**src/rtl/nofx_pkg.sv**
```systemverilog
package nofx_pkg;

  localparam int unsigned KeyWidth = 16;
  localparam int unsigned CfgIndexWidth = 4;

  typedef enum logic [1:0] {
    MODE_ALWAYS = 2'd0,
    MODE_NEVER  = 2'd1,
    MODE_SEQ    = 2'd2,
    MODE_TIME   = 2'd3
  } mode_e;

  typedef enum logic [CfgIndexWidth-1:0] {
    REG_FILTER_MODE  = 4'd0,
    REG_PASS_COUNT   = 4'd1,
    REG_GROUP_SIZE   = 4'd2,
    REG_GROUP_OFFSET = 4'd3
  } reg_index_e;

  // one packet travelling down the divider chain
  typedef struct packed {
    logic                decided;
    logic                drop;
    logic [KeyWidth-1:0] key;
    logic [KeyWidth-1:0] dvd;
    logic [KeyWidth-1:0] rem;
  } item_t;

endpackage

```
**src/rtl/nofx_div_cell.sv**
```systemverilog
module nofx_div_cell (
  input  logic                          clk_i,
  input  logic                          rst_ni,
  input  logic [nofx_pkg::KeyWidth-1:0] divisor_i,
  input  logic                          valid_i,
  output logic                          ready_o,
  input  nofx_pkg::item_t               item_i,
  output logic                          valid_o,
  input  logic                          ready_i,
  output nofx_pkg::item_t               item_o
);

  logic            valid_q;
  nofx_pkg::item_t item_q;
  nofx_pkg::item_t item_d;
  logic [nofx_pkg::KeyWidth:0] trial;

  // one restoring division step: bring down the next dividend bit
  always_comb begin
    item_d = item_i;
    trial  = {item_i.rem, item_i.dvd[nofx_pkg::KeyWidth-1]};
    if (trial >= {1'b0, divisor_i}) begin
      trial = trial - {1'b0, divisor_i};
    end
    item_d.rem = trial[nofx_pkg::KeyWidth-1:0];
    item_d.dvd = {item_i.dvd[nofx_pkg::KeyWidth-2:0], 1'b0};
  end

  assign ready_o = !valid_q || ready_i;

  always_ff @(posedge clk_i or negedge rst_ni) begin
    if (!rst_ni) begin
      valid_q <= 1'b0;
    end else if (ready_o) begin
      valid_q <= valid_i;
    end
  end

  always_ff @(posedge clk_i) begin
    if (ready_o && valid_i) begin
      item_q <= item_d;
    end
  end

  assign valid_o = valid_q;
  assign item_o  = item_q;

endmodule

```
**src/rtl/n_of_x_packet_filter_unit.sv**
```systemverilog
// N-of-X packet filter with offset.
// Input channel (in_valid_i / in_ready_o) carries one packet header per
// transfer: sequence count and timestamp. Output channel (out_valid_o /
// out_ready_i) returns one result per packet, in order: filtered_o (1 = drop)
// and key_value_o (sequence or time key, zero in always/never mode).
// Configuration channel (cfg_valid_i / cfg_ready_o) writes filter_mode,
// pass_count, group_size, group_offset by index 0..3; other indexes are
// ignored. cfg_ready_o is always high.
// out_valid_o follows the input transfer through one front stage and a chain
// of 16 restoring division cells (one remainder bit per cell) that forms
// (key - offset) mod group_size; 17 register stages.
// Throughput: one packet per cycle while the receiver does not stall.
// Reset clears all stage valid bits and loads register defaults
// (always drop, N = 1, X = 1, O = 0).
// When the receiver stalls, each stage holds until the one after it frees,
// so bubbles are squeezed out and the input keeps taking packets until the
// chain is full.
module n_of_x_packet_filter_unit (
  input  logic                                clk_i,
  input  logic                                rst_ni,
  input  logic                                cfg_valid_i,
  output logic                                cfg_ready_o,
  input  logic [nofx_pkg::CfgIndexWidth-1:0]  cfg_index_i,
  input  logic [15:0]                         cfg_data_i,
  input  logic                                in_valid_i,
  output logic                                in_ready_o,
  input  logic [13:0]                         seq_count_i,
  input  logic [31:0]                         time_seconds_i,
  input  logic [31:0]                         time_subseconds_i,
  output logic                                out_valid_o,
  input  logic                                out_ready_i,
  output logic                                filtered_o,
  output logic [15:0]                         key_value_o
);

  localparam int unsigned NumCells = nofx_pkg::KeyWidth;

  nofx_pkg::mode_e filter_mode_q;
  logic [15:0]     pass_count_q;
  logic [15:0]     group_size_q;
  logic [15:0]     group_offset_q;

  assign cfg_ready_o = 1'b1;

  always_ff @(posedge clk_i or negedge rst_ni) begin
    if (!rst_ni) begin
      filter_mode_q  <= nofx_pkg::MODE_ALWAYS;
      pass_count_q   <= 16'd1;
      group_size_q   <= 16'd1;
      group_offset_q <= 16'd0;
    end else if (cfg_valid_i) begin
      case (cfg_index_i)
        nofx_pkg::REG_FILTER_MODE:  filter_mode_q  <= nofx_pkg::mode_e'(cfg_data_i[1:0]);
        nofx_pkg::REG_PASS_COUNT:   pass_count_q   <= cfg_data_i;
        nofx_pkg::REG_GROUP_SIZE:   group_size_q   <= cfg_data_i;
        nofx_pkg::REG_GROUP_OFFSET: group_offset_q <= cfg_data_i;
        default: ;
      endcase
    end
  end

  // front stage: key, parameter check, offset subtract
  nofx_pkg::item_t front_d;
  nofx_pkg::item_t front_q;
  logic            front_valid_q;
  logic            params_ok;

  assign params_ok = (group_size_q != 16'd0) && (pass_count_q != 16'd0) &&
                     (pass_count_q <= group_size_q) && (group_offset_q < group_size_q);

  always_comb begin
    front_d = '0;
    case (filter_mode_q)
      nofx_pkg::MODE_ALWAYS: begin
        front_d.decided = 1'b1;
        front_d.drop    = 1'b1;
      end
      nofx_pkg::MODE_NEVER: begin
        front_d.decided = 1'b1;
        front_d.drop    = 1'b0;
      end
      nofx_pkg::MODE_SEQ: begin
        front_d.key = {2'b00, seq_count_i};
      end
      nofx_pkg::MODE_TIME: begin
        front_d.key = {1'b0, time_seconds_i[10:0], time_subseconds_i[31:28]};
      end
      default: ;
    endcase
    if (filter_mode_q == nofx_pkg::MODE_SEQ || filter_mode_q == nofx_pkg::MODE_TIME) begin
      if (!params_ok || front_d.key < group_offset_q) begin
        front_d.decided = 1'b1;
        front_d.drop    = 1'b1;
      end else begin
        front_d.dvd = front_d.key - group_offset_q;
      end
    end
  end

  logic            cell_valid [NumCells+1];
  logic            cell_ready [NumCells+1];
  nofx_pkg::item_t cell_item  [NumCells+1];

  assign in_ready_o = !front_valid_q || cell_ready[0];

  always_ff @(posedge clk_i or negedge rst_ni) begin
    if (!rst_ni) begin
      front_valid_q <= 1'b0;
    end else if (in_ready_o) begin
      front_valid_q <= in_valid_i;
    end
  end

  always_ff @(posedge clk_i) begin
    if (in_ready_o && in_valid_i) begin
      front_q <= front_d;
    end
  end

  assign cell_valid[0] = front_valid_q;
  assign cell_item[0]  = front_q;

  for (genvar i = 0; i < NumCells; i++) begin : g_cell
    nofx_div_cell u_cell (
      .clk_i     (clk_i),
      .rst_ni    (rst_ni),
      .divisor_i (group_size_q),
      .valid_i   (cell_valid[i]),
      .ready_o   (cell_ready[i]),
      .item_i    (cell_item[i]),
      .valid_o   (cell_valid[i+1]),
      .ready_i   (cell_ready[i+1]),
      .item_o    (cell_item[i+1])
    );
  end

  assign cell_ready[NumCells] = out_ready_i;

  assign out_valid_o = cell_valid[NumCells];
  assign key_value_o = cell_item[NumCells].key;
  assign filtered_o  = cell_item[NumCells].decided ? cell_item[NumCells].drop
                                                   : (cell_item[NumCells].rem >= pass_count_q);

endmodule

```
**config.mk**
```make
export PLATFORM = sky130hd
export DESIGN_NAME = n_of_x_packet_filter_unit
export DESIGN_NICKNAME = d
export VERILOG_FILES = /design/src/rtl/nofx_pkg.sv /design/src/rtl/nofx_div_cell.sv /design/src/rtl/n_of_x_packet_filter_unit.sv
export SDC_FILE = /design/constraint.sdc
export NUM_CORES = 1
export LEC_CHECK = 0
export ABC_CLOCK_PERIOD_IN_PS = 8000
export BUFFER_PORTS_ARGS = -buffer_cell sky130_fd_sc_hd__buf_2
export CORE_MARGIN = 2
export CORE_UTILIZATION = 50
export CTS_CLUSTER_SIZE = 25
export DETAILED_ROUTE_END_ITERATION = 10
export PLACE_DENSITY_LB_ADDON = 0.12
export RECOVER_POWER = 25
export SYNTH_ARGS = -nofsm -noshare
export SYNTH_HDL_FRONTEND = slang
export SYNTH_HIERARCHICAL = 1
export SYNTH_SLANG_ARGS = --single-unit
```
**constraint.sdc**
```tcl
create_clock -name clk_i -period 8 [get_ports clk_i]
set_input_delay 0.4 -clock clk_i [delete_from_list [all_inputs] [get_ports clk_i]]
set_output_delay 0.4 -clock clk_i [all_outputs]
set_load 0.02 [all_outputs]
```
; After elaboration in Yosys (flattened, before gate mapping)
; Index checks and enable logic that the tools add are counted.
[op_classes]
n_addsub = 17
n_reduce_logical = 66
eq_ne = 6
order_cmp = 20
bitwise_logic = 1
n_mux = 21
[ops]
columns = cell, count
row1 = 16-bit subtractor, 16
row2 = 17-bit by 16-bit >= comparator with 1-bit output, 15
row3 = 16-bit 2-to-1 mux, 15
row4 = 16-bit < comparator, 2
row5 = 16-bit nonzero test, 2
row6 = 15-bit one-hot mux with 2 select lines, 1
row7 = 1-bit logical AND, 20
row8 = 1-bit logical OR, 19
row9 = 1-bit zero test, 18
row10 = 1-bit by 16-bit >= comparator with 1-bit output, 1
row11 = 16-bit >= comparator, 1
row12 = 16-bit less-or-equal comparator, 1
row13 = 1-bit by 16-bit subtractor with 16-bit output, 1
row14 = "4-bit by 2-bit == test with 1-bit output, second input constant", 2
row15 = 2-bit AND reduction, 4
row16 = "2-bit == test, second input constant", 2
row17 = "4-bit by 1-bit == test with 1-bit output, second input constant", 1
row18 = 4-bit zero test, 1
row19 = 2-bit 2-to-1 mux, 2
row20 = 2-bit one-hot mux with 2 select lines, 1
row21 = "2-bit by 1-bit == test with 1-bit output, second input constant", 1
row22 = 2-bit zero test, 1
row23 = 1-bit 2-to-1 mux, 2
row24 = 2-bit OR reduction, 1
row25 = 1-bit inverter, 1
[totals]
out_inout_bits = 20
reg_bits = 765
input_bits = 103
word_cells = 236

; Depth between registers and ports, before layout
; Gate-level depths: netlist of run 1.
[depth]
ltp_word = 19
ltp_mapped = 18
depth_no_buf = 18

; Modules after synthesis
; The synthesis of run 1 kept the hierarchy.
[by_module_without_submodules]
columns = module, instances, cells_each, seq_area_each_um2, area_each_um2
row1 = nofx_div_cell at g_cell[0].u_cell ..., 13, 202, 1496.4, 2658.8
row2 = nofx_div_cell at g_cell[13].u_cell ..., 3, 219, 1496.4, 2743.9
row3 = n_of_x_packet_filter_unit, 1, 507, 2269.7, 5432.7

; Least setup slack after synthesis of run 1
; OpenSTA, ideal clock, no wires.
[synth_path]
path_type = input port to flip-flop
start = input port out_ready_i
end = register front_q (netlist bit cell_item[816]), enable pin
t_arrival_ps = 3684
n_path_buf = 0
path_stages = 18
required_time_ps = 7590
slack_ps = 3907
path_cell_list = nand2b_1 > nand2b_1 > nand2b_1 > nand2b_1 > nand2b_1 > nand2b_1 > nand2b_1 > nand2b_1 > nand2b_1 > nand2b_1 > nand2b_1 > nand2b_1 > nand2b_1 > nand2b_1 > nand2b_1 > nand2b_1 > nand2b_1 > and2_1
[synth_rtl]
columns = item, line_no
row1 = start: declaration, n_of_x_packet_filter_unit.sv:31  ; input logic out_ready_i,
row2 = end signal: assignment, n_of_x_packet_filter_unit.sv:116  ; front_q <= front_d;
row3 = end: declaration, n_of_x_packet_filter_unit.sv:64  ; nofx_pkg::item_t front_q;

==> flow_summary.toml, run 1 <==
[power]
power_density_nw_per_um2 = 466
p_leak_nw = 19.9
vdd_ir_drop_max_uv = 251

[logic_synthesis]
syn-cell-area_um2 = 44400
synth.avg_cell_area_um2 = 12.2
yosys_warnings = 6
netlist_instances = 3638

[timing]
worst_slew_pin_slew_ps = 1110
rsz0062_at_grt = "false"
hold_viol = 0
skew_ps = 57.2
finalCritPeriodShare_pct = 58.8
period_minus_slack_ps = 4710
setup_ws_ps = 3290
max-slew-margin-rel_pct = 26.1
tns_ps = 0
fmax_mhz = 212
timing.hold.ws_ps = 48.0
setup_viol = 0
slew_viol_final = 0

[cts]
clockBufferDepth = 3
cts.clk_slew.worst_paths_ps = 60
root_buffer = "clkbuf_16"
htree_num_levels = 3
post_cts_buffers = 0
hold_buffers = 8
postCtsResizedCells = 0
clk_latency_ps = 650
clkSinkCount = 764
cts-buffers-inserted = 83
cts_tree = "done"

[cells_and_area]
drive_above_1_share_pct = 15.1
final_common_cell = "edfxtp_1"
syn_to_final_growth_pct = 10.1
fin_cells = 4986
fin_util_pct = 55.4
diodes = 0
nFillCells = 7446
layout_common_cells = "edfxtp_1 (697), inv_1 (337), ha_1 (318), nand2_1 (257), a21oi_1 (231)"
num-nets-final = 4193

[floorplan]
die_h_um = 302
die_area_um2 = 91300
coreArea_um2 = 88200
die_w_um = 302
row_count = 109
ios = 123
initial_core_util_pct = 50.4

[drt]
top_layer = "met4"
wl_met3_um = 3100
drtIter0Drc = 1556
drt_first_pass_iters = 5
via_per_inst = 5.60
ant_nets = 0
route.met2.wl_um = 47500
wl_per_cell_um = 19.9
drc = 0
met1Wirelength_um = 45700
routed_wirelength_um = 99300
via_count = 27900

[critical_path]
reg2reg_to = "g_cell[0].u_cell/item_o[14]"
rr_startpoint = "g_cell[15].u_cell/valid_o"
crit_path_end_kind = "output pin"
rrSetupSlack_ps = 3690
critical_path.cell_chain = "nand2b_1 > nand2b_1 > nand2b_1 > nand2b_1 > nand2b_1 > nand2b_1 > nand2b_1 > nand2b_1 > nand2b_1 > nand2b_1 > nand2b_1 > nand2b_1 > nand2b_1 > nand2b_1 > nand2b_1 > nand2b_1 > nand2b_1 > buf_2"
cp_slowest_stage_delay_ps = 340
cp.required_ps = 7600
crit_top_cell = "nand2b_1"
reg2reg_depth = 18
critPathLaunchType = "flop"
path_max_fanout = 3
arrival_ps = 4310
critPathSlowestCell = "dfrtp_1"
crit_type = "flop to output pin"

[job]
cap_violations = 0

[min_path]
hold_path_class = "input pin to flop"
min_path_cells = 3
min_from = "cfg_data_i[5]"
whs_endpoint = "group_size_q[5]"

[global_routing]
grt_max_degree = 68
grt_util_all_layers_pct = 21.8
grt_antenna_before_repair = 0
grt_pass1_wl_um = 154000
gr-total-overflow = 0
grt_pass1_vias = 27100

[placement]
gp_congestion = 0.876
io_buffer_count = 72
dp.cells = 4827
dp_slack_ps = 3460
hpwl_um = 69900

[run_status]
outcome = "complete, no violations"
## worst max-delay path by stage
stage / end / slack, ps / from
after detailed placement: g_cell[0].u_cell/item_o[14] / 3460 / out_ready_i
after global routing: in_ready_o / 2950 / g_cell[15].u_cell/valid_o
after floorplan: cell_item[816] / 3910 / out_ready_i
after CTS: in_ready_o / 3190 / g_cell[15].u_cell/valid_o
after global placement: g_cell[0].u_cell/item_o[14] / 3450 / out_ready_i
final: in_ready_o / 3290 / g_cell[15].u_cell/valid_o
## critical path: cells and delay by family (launching register included)
kind / cells / cell delay (ps)
buffers and inverters: 1 / 180
DFF: 1 / 340
and+or+nand+nor: 17 / 3140
## state kept, by name, summed over array words and instances (netlist names)
register               cells
cell_item                 33
filter_mode_q              2
front_valid_q              1
g_cell.u_cell/item_o     664
g_cell.u_cell/valid_o     16
group_offset_q            16
group_size_q              16
pass_count_q              16
## power breakdown
part           leakage, nW  internal, W  switching (W)
sequential            7.62      0.00605       0.000878
clock                 1.39      0.00242        0.00162
combinational         10.9      0.00551        0.00633
total                 19.9       0.0140        0.00883
## per-stage QoR
| step | instance area, um2 | total power, W |
|---|---|---|
| after floorplan | 44600 | 0.0162 |
| after global placement | 45900 | 0.0186 |
| after detailed placement | 45900 | 0.0187 |
| after CTS | 48900 | 0.0229 |
| after global routing | 48900 | 0.0244 |
| final | 48900 | 0.0228 |
## final cells by class
class / instances / area (um2) / area share [%]
Timing Repair Buffer: 86 / 488 / 0.997
Inverter: 338 / 1270 / 2.59
Tap cell: 1165 / 1460 / 2.98
Clock inverter: 50 / 763 / 1.56
Multi-Input combinational cell: 2482 / 20100 / 41.2
Clock buffer: 101 / 2170 / 4.44
Sequential cell: 764 / 22600 / 46.2
## routing by layer
metal	track usage (%)	vias to the layer above
li1	-	13900
met2	36.6	492
met3	2.51	137
met1	29.7	13400
met4	6.86	0
met5	0	-
Note: power is estimated with default switching activity, not from simulation.
==> run 2, diff against run 1 <==
--- a/config.mk
+++ b/config.mk
@@ -5,7 +5,8 @@
 export SDC_FILE = /design/constraint.sdc
 export NUM_CORES = 1
 export LEC_CHECK = 0
-export ABC_CLOCK_PERIOD_IN_PS = 8000
+export ABC_AREA = 1
+export ABC_CLOCK_PERIOD_IN_PS = 3900
 export BUFFER_PORTS_ARGS = -buffer_cell sky130_fd_sc_hd__buf_2
 export CORE_MARGIN = 2
 export CORE_UTILIZATION = 50
==> constraint.sdc (replaced) <==
create_clock -name clk_i -period 3.9 [get_ports clk_i]
set_input_delay 0.195 -clock clk_i [delete_from_list [all_inputs] [get_ports clk_i]]
set_output_delay 0.195 -clock clk_i [all_outputs]
set_load 0.02 [all_outputs]
==> flow_summary.toml, run 2 <==
[drt]
wl_per_cell_um = 16.8
drt_first_pass_iters = 6
drtIter0Drc = 2437
via_count = 36600
via_per_inst = 4.99
drc = 0
ant_nets = 0
routed_wirelength_um = 123000

[logic_synthesis]
syn-cell-area_um2 = 48200
synth.avg_cell_area_um2 = 8.36
netlist_instances = 5763
yosys_warnings = 6

[placement]
dp_slack_ps = -328
dp.cells = 7146
hpwl_um = 93200
io_buffer_count = 72
gp_congestion = 0.930

[cells_and_area]
num-nets-final = 6450
drive_above_1_share_pct = 11.5
layout_common_cells = "nand2_1 (1873), inv_1 (1051), edfxtp_1 (697), nand3_1 (480), ha_1 (318)"
syn_to_final_growth_pct = 11.8
largest_reg_flops = 664
fin_cells = 7344
final_common_cell = "nand2_1"
diodes = 0

[cts]
root_buffer = "clkbuf_16"
cts.clk_slew.worst_paths_ps = 60
cts_tree = "done"
clkSinkCount = 764
clk_latency_ps = 660
cts-buffers-inserted = 83
htree_num_levels = 3
clockBufferDepth = 3

[critical_path]
cp-startpoint = "g_cell[15].u_cell/valid_o"
cp_num_buf_inv = 18
critPathLaunchType = "flop"
reg2reg_depth = 33
arrival_ps = 3400
cp_slowest_stage_delay_ps = 360
cp.required_ps = 3700
crit_type = "flop to output pin"
rrSetupSlack_ps = 400
reg2reg_to = "cell_item[842]"
crit_path_end_kind = "output pin"
rr_startpoint = "g_cell[15].u_cell/valid_o"
cp_top_family = "buffers and inverters"
path_max_fanout = 2
critPathSlowestCell = "dfrtp_1"

[power]
p_leak_nw = 26.2
vdd_ir_drop_max_uv = 544
power_density_nw_per_um2 = 857

[timing]
finalCritPeriodShare_pct = 92.1
setup_ws_ps = 306
fmax_mhz = 278
worst_slew_pin_slew_ps = 2410
setup_viol = 0
skew_ps = 44.7
slew_viol_final = 31
max-slew-margin-rel_pct = -60.5
hold_viol = 0
period_minus_slack_ps = 3590

[run_status]
failed_checks = "capacitance limit, slew limit"
outcome = "complete, but fails checks"

[min_path]
min_path_cells = 3
min_from = "time_seconds_i[6]"
hold_path_class = "input pin to flop"
whs_endpoint = "cell_item[842]"

[global_routing]
grt_util_all_layers_pct = 25.0
grt_antenna_before_repair = 0
grt_max_degree = 43
grt_pass1_wl_um = 191000
grt_pass1_vias = 34600
gr-total-overflow = 0

[floorplan]
ios = 123
coreArea_um2 = 95300
initial_core_util_pct = 50.6
row_count = 113
die_w_um = 314
die_area_um2 = 98900
die_h_um = 314

[job]
cap_violations = 1
run 2: cell type report:
| cell class | instances | area (um2) |
|---|---|---|
| fill | 8692 | 41500 |
| multi-input combinational | 3837 | 21300 |
| inverter | 1133 | 4250 |
| timing repair buffer | 193 | 1450 |
| clock inverter | 39 | 454 |
| tap | 1265 | 1580 |
| clock buffer | 113 | 2240 |
| sequential | 764 | 22600 |
run 2: repair_timing:
item,CTS,global route
endpoints found under the hold margin,91,0
setup endpoints to repair,34,34
hold buffers,34,0
resized for setup,18,16
cloned,0,0
pin swaps,0,0
setup buffers,7,5
run 2: worst max-delay path by stage:
stage	to	slack, ps	cells past startpoint
after CTS	in_ready_o	30	35
final	in_ready_o	310	35
after global placement	cell_item[840]	-410	33
after detailed placement	cell_item[839]	-330	33
after global routing	in_ready_o	-40	35
after floorplan	g_cell[4].u_cell/item_o[0]	-440	23
run 2: layer usage:
metal | GRT usage (%) | vias to the layer above | share of wire [%] | routed length, um
li1 | - | 18900 | - | -
met1 | 32.9 | 16800 | 44 | 54700
met2 | 42.0 | 776 | 47 | 58000
met3 | 2.91 | 203 | 4.1 | 5030
met4 | 10.2 | 0 | 4.3 | 5320
met5 | 0 | - | 0 | 0
run 2: worst register-to-register path: cells and delay by family (launching register included):
kind                   cells  cell delay [ps]
buffers and inverters     16              750
AO/OA/AOI/OAI              1              820
AND/OR/NAND/NOR           16             1120
flip-flops                 1              390
run 2: power breakdown:
part	switching, W	internal [W]
sequential	0.00163	0.0125
combinational	0.0160	0.00830
clock	0.00325	0.00443
total	0.0209	0.0253
run 2: per-stage QoR:
stage               area, um2  TNS (ps)  hold slack (ps)  util (%)  power (W)
global route            53800     -43.1             36.6      56.5     0.0501
CTS                     53800         0             11.6      56.4     0.0462
detailed placement      50700    -10760              218      53.2     0.0383
floorplan               48300    -37430             -101         -     0.0317
finish                  53800         0             59.8      56.5     0.0462
global placement        50700    -13400              207      53.2     0.0380
